`config.mk`:
```
export PLATFORM = sky130hd
export DESIGN_NAME = prime_range_counter_core
export DESIGN_NICKNAME = d
export VERILOG_FILES = /design/src/hdl/prc_pkg.sv /design/src/hdl/prc_datapath.sv /design/src/hdl/prc_controller.sv /design/src/hdl/prime_range_counter_core.sv
export SDC_FILE = /design/constraint.sdc
export NUM_CORES = 1
export LEC_CHECK = 0
export ABC_AREA = 1
export BUFFER_PORTS_ARGS = -buffer_cell sky130_fd_sc_hd__buf_2
export CAP_MARGIN = 10
export CORE_MARGIN = 2
export CORE_UTILIZATION = 50
export DETAILED_ROUTE_END_ITERATION = 10
export GPL_TIMING_DRIVEN = 0
export PLACE_DENSITY = 0.7
export SYNTH_ARGS = -nofsm -noshare
export SYNTH_HDL_FRONTEND = slang
export SYNTH_SLANG_ARGS = --single-unit
export TNS_END_PERCENT = 30
```
`constraint.sdc`:
```
create_clock -name clock -period 2.7 [get_ports clock]
set_clock_uncertainty 0.05 [all_clocks]
set_input_delay 0.405 -clock clock [delete_from_list [all_inputs] [get_ports clock]]
set_output_delay 0.405 -clock clock [all_outputs]
set_load 0.005 [all_outputs]
```
`src/hdl/prc_pkg.sv`:
```
// Shared types and constants for the prime range counter.
// Used by the controller, the datapath and the top level; depends on nothing.
package prc_pkg;

   localparam int VALUE_BITS_DEF = 16;
   localparam int BOUND_W        = 16;
   localparam int COUNT_W        = 16;

   // Commands from the controller to the datapath
   typedef struct packed {
      logic load_req;
      logic init_trial;
      logic start_div;
      logic div_step;
      logic next_divisor;
      logic next_number;
      logic bump_count;
      logic publish;
   } cmd_type;

   // Status from the datapath back to the controller
   typedef struct packed {
      logic n_below_hi;
      logic n_below_two;
      logic sq_above_n;
      logic div_last;
      logic rem_zero;
   } status_type;

endpackage

```
`src/hdl/prc_datapath.sv`:
```
// Datapath of the prime range counter: candidate, trial divisor and its square,
// bit-serial remainder unit, prime counter and result register.
// Depends on prc_pkg for the command and status structs.
module prc_datapath #(
   parameter int VALUE_BITS = prc_pkg::VALUE_BITS_DEF
) (
   input  logic                          clock,
   input  logic [prc_pkg::BOUND_W-1:0]   req_lower_bound,
   input  logic [prc_pkg::BOUND_W-1:0]   req_upper_bound,
   input  prc_pkg::cmd_type              cmd,
   output prc_pkg::status_type           sts,
   output logic [prc_pkg::COUNT_W-1:0]   rsp_prime_count
);

   localparam int W     = VALUE_BITS;
   localparam int SQ_W  = VALUE_BITS + 2;
   localparam int CNT_W = (VALUE_BITS > 1) ? $clog2(VALUE_BITS) : 1;
   localparam int EXT_W = VALUE_BITS + prc_pkg::BOUND_W;

   logic [W-1:0]                n_ff, n_in;
   logic [W-1:0]                hi_ff, hi_in;
   logic [W-1:0]                d_ff, d_in;
   logic [SQ_W-1:0]             sq_ff, sq_in;
   logic [W:0]                  rem_ff, rem_in;
   logic [W-1:0]                dvd_ff, dvd_in;
   logic [CNT_W-1:0]            cnt_ff, cnt_in;
   logic [prc_pkg::COUNT_W-1:0] count_ff, count_in;
   logic [prc_pkg::COUNT_W-1:0] result_ff, result_in;

   logic [EXT_W-1:0] lo_ext, hi_ext;
   logic [W:0]       rem_shift;
   logic [W:0]       d_wide;

   // Keep the low VALUE_BITS bits of each bound
   assign lo_ext    = {{W{1'b0}}, req_lower_bound};
   assign hi_ext    = {{W{1'b0}}, req_upper_bound};
   assign rem_shift = {rem_ff[W-1:0], dvd_ff[W-1]};
   assign d_wide    = {1'b0, d_ff};

   always_comb begin
      n_in      = n_ff;
      hi_in     = hi_ff;
      d_in      = d_ff;
      sq_in     = sq_ff;
      rem_in    = rem_ff;
      dvd_in    = dvd_ff;
      cnt_in    = cnt_ff;
      count_in  = count_ff;
      result_in = result_ff;

      if (cmd.load_req) begin
         n_in     = lo_ext[W-1:0];
         hi_in    = hi_ext[W-1:0];
         count_in = '0;
      end
      if (cmd.init_trial) begin
         d_in  = W'(2);
         sq_in = SQ_W'(4);
      end
      if (cmd.start_div) begin
         rem_in = '0;
         dvd_in = n_ff;
         cnt_in = CNT_W'(W - 1);
      end
      if (cmd.div_step) begin
         // restoring step: shift in one dividend bit, subtract when it fits
         if (rem_shift >= d_wide) begin
            rem_in = rem_shift - d_wide;
         end else begin
            rem_in = rem_shift;
         end
         dvd_in = {dvd_ff[W-2:0], 1'b0};
         cnt_in = cnt_ff - CNT_W'(1);
      end
      if (cmd.next_divisor) begin
         // (d+1)^2 = d^2 + 2d + 1
         d_in  = d_ff + W'(1);
         sq_in = sq_ff + {1'b0, d_ff, 1'b1};
      end
      if (cmd.next_number) begin
         n_in = n_ff + W'(1);
      end
      if (cmd.bump_count) begin
         count_in = count_ff + prc_pkg::COUNT_W'(1);
      end
      if (cmd.publish) begin
         result_in = count_ff;
      end
   end

   always_ff @(posedge clock) begin
      n_ff      <= n_in;
      hi_ff     <= hi_in;
      d_ff      <= d_in;
      sq_ff     <= sq_in;
      rem_ff    <= rem_in;
      dvd_ff    <= dvd_in;
      cnt_ff    <= cnt_in;
      count_ff  <= count_in;
      result_ff <= result_in;
   end

   assign sts.n_below_hi  = (n_ff < hi_ff);
   assign sts.n_below_two = (n_ff[W-1:1] == '0);
   assign sts.sq_above_n  = (sq_ff > {2'b00, n_ff});
   assign sts.div_last    = (cnt_ff == '0);
   assign sts.rem_zero    = (rem_ff == '0);

   assign rsp_prime_count = result_ff;

endmodule

```
`src/hdl/prc_controller.sv`:
```
// Controller of the prime range counter: walks the range, runs the trial
// divisions and owns both handshakes. Depends on prc_pkg for the structs.
module prc_controller (
   input  logic                clock,
   input  logic                reset,
   input  logic                req_valid,
   output logic                req_stall,
   output logic                rsp_valid,
   input  logic                rsp_stall,
   input  prc_pkg::status_type sts,
   output prc_pkg::cmd_type    cmd
);

   typedef enum logic [5:0] {
      ST_IDLE  = 6'b000001,
      ST_CHECK = 6'b000010,
      ST_TEST  = 6'b000100,
      ST_DIV   = 6'b001000,
      ST_REM   = 6'b010000,
      ST_DONE  = 6'b100000
   } state_type;

   state_type state_ff, state_in;
   logic      rsp_valid_ff, rsp_valid_in;

   always_comb begin
      state_in = state_ff;
      cmd      = '0;
      case (state_ff)
         ST_IDLE: begin
            if (req_valid) begin
               cmd.load_req = 1'b1;
               state_in     = ST_CHECK;
            end
         end
         ST_CHECK: begin
            if (!sts.n_below_hi) begin
               state_in = ST_DONE;
            end else if (sts.n_below_two) begin
               cmd.next_number = 1'b1;
            end else begin
               cmd.init_trial = 1'b1;
               state_in       = ST_TEST;
            end
         end
         ST_TEST: begin
            if (sts.sq_above_n) begin
               cmd.bump_count  = 1'b1;
               cmd.next_number = 1'b1;
               state_in        = ST_CHECK;
            end else begin
               cmd.start_div = 1'b1;
               state_in      = ST_DIV;
            end
         end
         ST_DIV: begin
            cmd.div_step = 1'b1;
            if (sts.div_last) begin
               state_in = ST_REM;
            end
         end
         ST_REM: begin
            if (sts.rem_zero) begin
               // divisor found: drop this candidate
               cmd.next_number = 1'b1;
               state_in        = ST_CHECK;
            end else begin
               cmd.next_divisor = 1'b1;
               state_in         = ST_TEST;
            end
         end
         ST_DONE: begin
            if (!rsp_valid_ff || !rsp_stall) begin
               cmd.publish = 1'b1;
               state_in    = ST_IDLE;
            end
         end
         default: begin
            state_in = ST_IDLE;
         end
      endcase
   end

   always_comb begin
      rsp_valid_in = rsp_valid_ff;
      if (cmd.publish) begin
         rsp_valid_in = 1'b1;
      end else if (!rsp_stall) begin
         rsp_valid_in = 1'b0;
      end
   end

   always_ff @(posedge clock) begin
      if (reset) begin
         state_ff     <= ST_IDLE;
         rsp_valid_ff <= 1'b0;
      end else begin
         state_ff     <= state_in;
         rsp_valid_ff <= rsp_valid_in;
      end
   end

   assign req_stall = (state_ff != ST_IDLE);
   assign rsp_valid = rsp_valid_ff;

endmodule

```
`src/hdl/prime_range_counter_core.sv`:
```
// Prime range counter: counts primes in [lower_bound, upper_bound) by trial division.
// Flow: per candidate, CHECK skips one that is below two; otherwise each trial divisor
//   tried runs TEST, the bit-serial division in DIV and REM, plus a final TEST when prime.
// Throughput: one transaction at a time; the bit-serial remainder unit sets the rate.
//   A new request is taken while the previous result still waits in the output register.
// Reset: synchronous, active high; clears the controller state and the result valid.
module prime_range_counter_core #(
   parameter int VALUE_BITS = prc_pkg::VALUE_BITS_DEF
) (
   input  logic                        clock,
   input  logic                        reset,
   input  logic                        req_valid,
   output logic                        req_stall,
   input  logic [prc_pkg::BOUND_W-1:0] req_lower_bound,
   input  logic [prc_pkg::BOUND_W-1:0] req_upper_bound,
   output logic                        rsp_valid,
   input  logic                        rsp_stall,
   output logic [prc_pkg::COUNT_W-1:0] rsp_prime_count
);

   prc_pkg::cmd_type    cmd;
   prc_pkg::status_type sts;

   prc_controller u_ctrl (
      .clock     (clock),
      .reset     (reset),
      .req_valid (req_valid),
      .req_stall (req_stall),
      .rsp_valid (rsp_valid),
      .rsp_stall (rsp_stall),
      .sts       (sts),
      .cmd       (cmd)
   );

   prc_datapath #(
      .VALUE_BITS (VALUE_BITS)
   ) u_dp (
      .clock           (clock),
      .req_lower_bound (req_lower_bound),
      .req_upper_bound (req_upper_bound),
      .cmd             (cmd),
      .sts             (sts),
      .rsp_prime_count (rsp_prime_count)
   );

`ifndef ASSERT_OFF
   // An accepted request keeps the block busy in the next cycle
   a_busy_after_accept: assert property (@(posedge clock) disable iff (reset)
      (req_valid && !req_stall) |=> req_stall)
      else $error("request accepted while block still idle");

   // Never overwrite a result that is still waiting
   a_no_overwrite: assert property (@(posedge clock) disable iff (reset)
      cmd.publish |-> !(rsp_valid && rsp_stall))
      else $error("pending result overwritten");

   // Load, division step, divisor update and publish are mutually exclusive
   a_cmd_exclusive: assert property (@(posedge clock) disable iff (reset)
      $onehot0({cmd.load_req, cmd.div_step, cmd.next_divisor, cmd.publish, cmd.start_div}))
      else $error("conflicting datapath commands");
`endif

endmodule
```
; Word-level counts from Yosys, hierarchy flattened
; Index checks and enable logic that the tools add are counted.
; Widths: inputs -> output; s select.
[word_totals]
elab_cells = 87
inputBits = 36
ff_bits = 142
out_inout_bits = 18
[op_classes]
n_addsub = 6
n_lt_le_gt_ge = 3
n_reduce_logical = 11
eq_ne = 12
n_mux = 43
[ops]
columns = operator, count
row1 = $mux 16, 8
row2 = $mux 17, 3
row3 = $add 16x1->16 const B, 3
row4 = $mux 18, 2
row5 = $pmux 6 s6, 1
row6 = $mux 6, 5
row7 = $add 18x17->18, 1
row8 = $gt 18x16->1, 1
row9 = $mux 1, 18
row10 = $ge 17x16->1, 1
row11 = $logic_not 17->1, 1
row12 = $sub 17x16->17, 1
row13 = $lt 16x16->1, 1
row14 = $logic_not 15->1, 1
row15 = $mux 4, 3
row16 = $reduce_bool 2->1, 4
row17 = $eq 6x1->1 const B, 1
row18 = $eq 6x2->1 const B, 1
row19 = $eq 6x3->1 const B, 1
row20 = $eq 6x4->1 const B, 1
row21 = $eq 6x5->1 const B, 1
row22 = $eq 6x6->1 const B, 1
row23 = $ne 6x1->1 const B, 1
row24 = $logic_not 4->1, 1
row25 = 10 further kinds, 13

; Depth between registers and ports, before layout
[depth]
ltp_word = 6
ltp_mapped = 17
depth_no_buf = 16

; Hierarchy
; Synthesis repeated with hierarchy kept, for this count alone.
[unflattened]
hier_cells = 1168
area_unflattened_um2 = 9550.4
[by_module_without_submodules]
columns = module, area_per_inst_um2, instances, seq_area_each_um2, cells_per_inst
row1 = prc_datapath, 9031.2, 1, 4043.9, 1094
row2 = prc_controller, 519.2, 1, 140.1, 74

; Least setup slack after synthesis
; Ideal clock, no wire load.
[synth_path]
path_type = register to register
from = reg u_dp.n_ff[5]
to = reg u_dp.cnt_ff[0] (enable)
slack_ns = -0.175
required_time_ns = 2.256
synth_period_minus_slack_ns = 2.875
arrival_time_ns = 2.431
path_buffers = 1
setup_time_ns = 0.394
path_stages_with_launch = 13
cell_sequence = edfxtp_1 -> inv_4 -> ha_1 -> nand2_1 -> nor2_2 -> nand3_1 -> nor2_1 -> nor2_1 -> nand2_2 -> nand2_1 -> nand2_2 -> buf_2 -> nand2_1
[synth_via]
elab_chain_cells = 4
[synth_rtl]
columns = element, line
row1 = start: declaration, prc_datapath.sv:20  ; logic [W-1:0] n_ff, n_in;
row2 = start signal: assignment, prc_datapath.sv:92  ; n_ff <= n_in;
row3 = $gt 18x16->1, prc_datapath.sv:105  ; assign sts.sq_above_n = (sq_ff > {2'b00, n_ff});
row4 = $mux 1, prc_controller.sv:47  ; if (sts.sq_above_n) begin
row5 = $mux 1, prc_controller.sv:29  ; case (state_ff)
row6 = $reduce_bool 2->1 (no source line), n/a
row7 = end signal: assignment, prc_datapath.sv:98  ; cnt_ff <= cnt_in;
row8 = end: declaration, prc_datapath.sv:26  ; logic [CNT_W-1:0] cnt_ff, cnt_in;
; No other way between the ends.
; A chain may end at the register's enable or synchronous reset.

; Worst setup path in the final report
[layout_path]
from = reg u_dp.n_ff[5]
to = reg u_dp.count_ff[6] (netlist name) (enable)
[layout_via]
elab_chain_cells = 4
[layout_rtl]
columns = element, line
row1 = $gt 18x16->1, prc_datapath.sv:105
row2 = $mux 2, prc_controller.sv:47
row3 = $mux 1, prc_controller.sv:29
row4 = $reduce_bool 2->1 (no source line), n/a
row5 = end signal: assignment, prc_datapath.sv:99  ; count_ff <= count_in;
row6 = end: declaration, prc_datapath.sv:27  ; logic [prc_pkg::COUNT_W-1:0] count_ff, count_in;
; No other way between the ends.

==> results.cfg <==
[run_status]
outcome = finished clean

[sta]
worstMarginPinSlew_ns = 0.660
hold_violations = 0
slew_headroom = 0.558
setup_viol = 0
min_period_ns = 2.53
finalCritPeriodShare = 0.939
final_max_slew_viol_count = 0
timing.fmax_mhz = 395

[detailed_routing]
postRouteAntennaNets = 0
drc = 0
dr.pass1.iters = 5
drtIter0Drc = 479
viasPerCell = 5.45
wl_um = 21000
wl_per_cell_um = 15.5
vias = 7369

[cts]
cts_buffers = 17
clk_pin_slew_ns = 0.07
ctsHoldBuffers = 0
clock-sinks = 142
cts_tree = yes
root_buffer = clkbuf_16
clk_latency_ns = 0.44
cts_buffer_depth = 2
htreeDepth = 4

[synth]
ys_warn_count = 0
yosysTopAreaCell = edfxtp_1
synth-async-reset-ratio = 0
synth_seq_cells = 142
syn-instance-count = 1031
synth_flop_cell = edfxtp_1
seq_area_frac_synth = 0.459
synth_cell_types = 54
synth_edf_count = 134
synth_nets = 1136
synth.area.top_cells = edfxtp_1, ha_1, nand2_1, nor2_1, inv_1
synth.cell_area_sq_um = 9110
synth_top_area_frac = 0.442
avgSynthCellArea_sq_um = 8.83

[critical_path]
setup.worst_path.end_class = flop
crit_family = simple AND/OR/NAND/NOR gates
worstRegToRegCells = 11
critical_path_class = flop to flop
cp_cell_sequence = inv_4, ha_1, nand2_1, nor2_2, nand3_1, nor2_1, nor2_1, nand2_2, nand3_4, buf_2, nand2_4
cp.buffers_inverters = 2
crit_slowest_cell = edfxtp_1
path_common_cell = nor2_1
start_kind = flop
critPathMaxFanout = 16
arrival_ns = 2.61
critical_path_depth = 11
r2r-start = u_dp.n_ff[5]$_DFFE_PP_
rrSetupSlack_ns = 0.17
rr_endpoint = u_dp.count_ff[6]$_SDFFCE_PN0P_
required_ns = 2.77
slowest_delay_ns = 0.50

[pwr]
power_w = 0.00550
ir_worst_vdd_mv = 0.452
pwr_density_cell_nw_per_um2 = 527
power_leakage_nw = 4.50

[die]
die_x_um = 139
initial_core_util = 0.509
core_sq_um = 17900
ios = 54
die_area_sq_um = 19300
die_h_um = 139
fp-row-count = 49

[grt]
antenna_found_initial = 0
grt_overflow = 0
grt_max_degree = 21
first_global_vias = 6997
track_usage = 0.219
grt_pass1_wl_um = 34100

[place]
place.gp.congestion = 0.918
post-dp-hpwl_um = 15500
portBuffers = 53
dp_cells = 1315

[worst_hold_path]
min_to = u_dp.hi_ff[11]$_DFFE_PP_
holdCritStartpoint = req_upper_bound[11]
hold_path_class = input port to flop
hold_depth = 1

[run]
maxCapViolCount = 0

[layout]
syn_to_final_growth_pct = 14.6
diodes = 0
final_nets = 1214
final_util = 0.583
nFillCells = 1549
final-seq-area_sq_um = 4180
layout.cells.non_filler = 1351
drive_gt1_frac = 0.157
multiInputGateArea_sq_um = 4380
-- worst max path at each step --
stage                                             from                              to
after floorplan                 u_dp.n_ff[5]$_DFFE_PP_      u_dp.d_ff[0]$_SDFFCE_PN0P_
after global placement    u_dp.rem_ff[3]$_SDFFCE_PN0P_    u_dp.sq_ff[16]$_SDFFCE_PN0P_
after detailed placement  u_dp.rem_ff[3]$_SDFFCE_PN0P_    u_dp.sq_ff[16]$_SDFFCE_PN0P_
after CTS                       u_dp.n_ff[8]$_DFFE_PP_  u_dp.count_ff[6]$_SDFFCE_PN0P_
after global routing            u_dp.n_ff[5]$_DFFE_PP_   u_dp.rem_ff[14]$_SDFFCE_PN0P_
final                           u_dp.n_ff[5]$_DFFE_PP_  u_dp.count_ff[6]$_SDFFCE_PN0P_
-- repair_timing --
item,4_1_cts,5_1_grt
buffers inserted,0,3
resized for setup,11,8
pin swaps,0,0
endpoints found under the setup margin,103,92
cloned,1,0
-- state kept, by name, summed over array words and instances (netlist names) --
name / count
u_dp.d_ff: 16
u_dp.sq_ff: 18
u_dp.hi_ff: 16
u_ctrl.rsp_valid: 1
u_dp.rsp_prime_count: 16
u_dp.rem_ff: 17
u_dp.cnt_ff: 4
u_dp.count_ff: 16
u_dp.dvd_ff: 16
u_ctrl.state_ff: 6
u_dp.n_ff: 16
-- routing by layer --
metal | vias up | track usage | routed length, um
met1 | 3464 | 0.301 | 9710
met2 | 202 | 0.355 | 9890
met3 | 22 | 0.0421 | 1020
met4 | 0 | 0.0670 | 338
li1 | 3681 | - | -
met5 | - | 0 | 0
-- worst register-to-register path, stage by stage (launching register included) --
cell,delay [ns]
edfxtp_1,0.50
inv_4,0.10
ha_1,0.31
nand2_1,0.08
nor2_2,0.15
nand3_1,0.09
nor2_1,0.12
nor2_1,0.08
nand2_2,0.11
nand3_4,0.16
buf_2,0.26
nand2_4,0.22
-- placed cells by master, fill, tap and decap left out, types with 18 or more instances in the layout --
cell,count
a21oi_1,72
o21ai_0,33
buf_2,60
edfxtp_1,134
nand3_1,53
inv_1,119
nand4_1,18
ha_1,67
nand2_1,207
nor2_1,119
xor2_1,29
-- cells in the mapped netlist, types with 6 or more instances --
library cell  number
nand3_2            6
o21a_1             7
o31ai_1            8
ha_1              67
o21ai_1           16
buf_2              9
nor3_1            18
dfxtp_1            8
a21oi_1           72
inv_1            119
nor2_1           121
nand2_2           15
xor2_1            29
edfxtp_1         134
o21ai_0           33
inv_2             10
nand4_1           18
nand3_1           54
nand2_1          210
-- where the power goes --
part	internal (W)	total (W)	switching, W	leakage [nW]
clock network	0.00126	0.00240	0.00114	0.300
logic	0.000194	0.000530	0.000336	2.96
registers	0.00249	0.00257	0.0000781	1.24
-- final cells by class --
cell class / instances / area share
Tap cell: 229 / 0.0275
Inverter: 136 / 0.0500
Clock buffer: 17 / 0.0408
Multi-Input combinational cell: 739 / 0.420
Sequential cell: 142 / 0.401
Timing Repair Buffer: 58 / 0.0309
Buffer: 15 / 0.0116
Clock inverter: 15 / 0.0183
-- per-stage QoR --
stage | area, sq um | setup TNS, ns | setup WS, ns | hold WS (ns)
after floorplan | 9110 | 0 | 0.0278 | 0.391
after CTS | 10400 | 0 | 0.000161 | 0.0797
after global routing | 10400 | -0.00148 | -0.000599 | 0.0688
after detailed placement | 9700 | -44.15 | -0.509 | 0.409
final | 10400 | 0 | 0.166 | 0.0859
after global placement | 9660 | -54.96 | -0.791 | 0.403
-- kinds of logic after synthesis --
| kind of cell | Yosys count | synth area share |
|---|---|---|
| compound gates | 155 | 0.0949 |
| flops | 142 | 0.459 |
| xor+xnor | 33 | 0.0317 |
| simple gates | 481 | 0.248 |
| buf+inv | 151 | 0.0693 |
| fa+ha+maj | 69 | 0.0965 |
(Power assumes the default switching activity.)
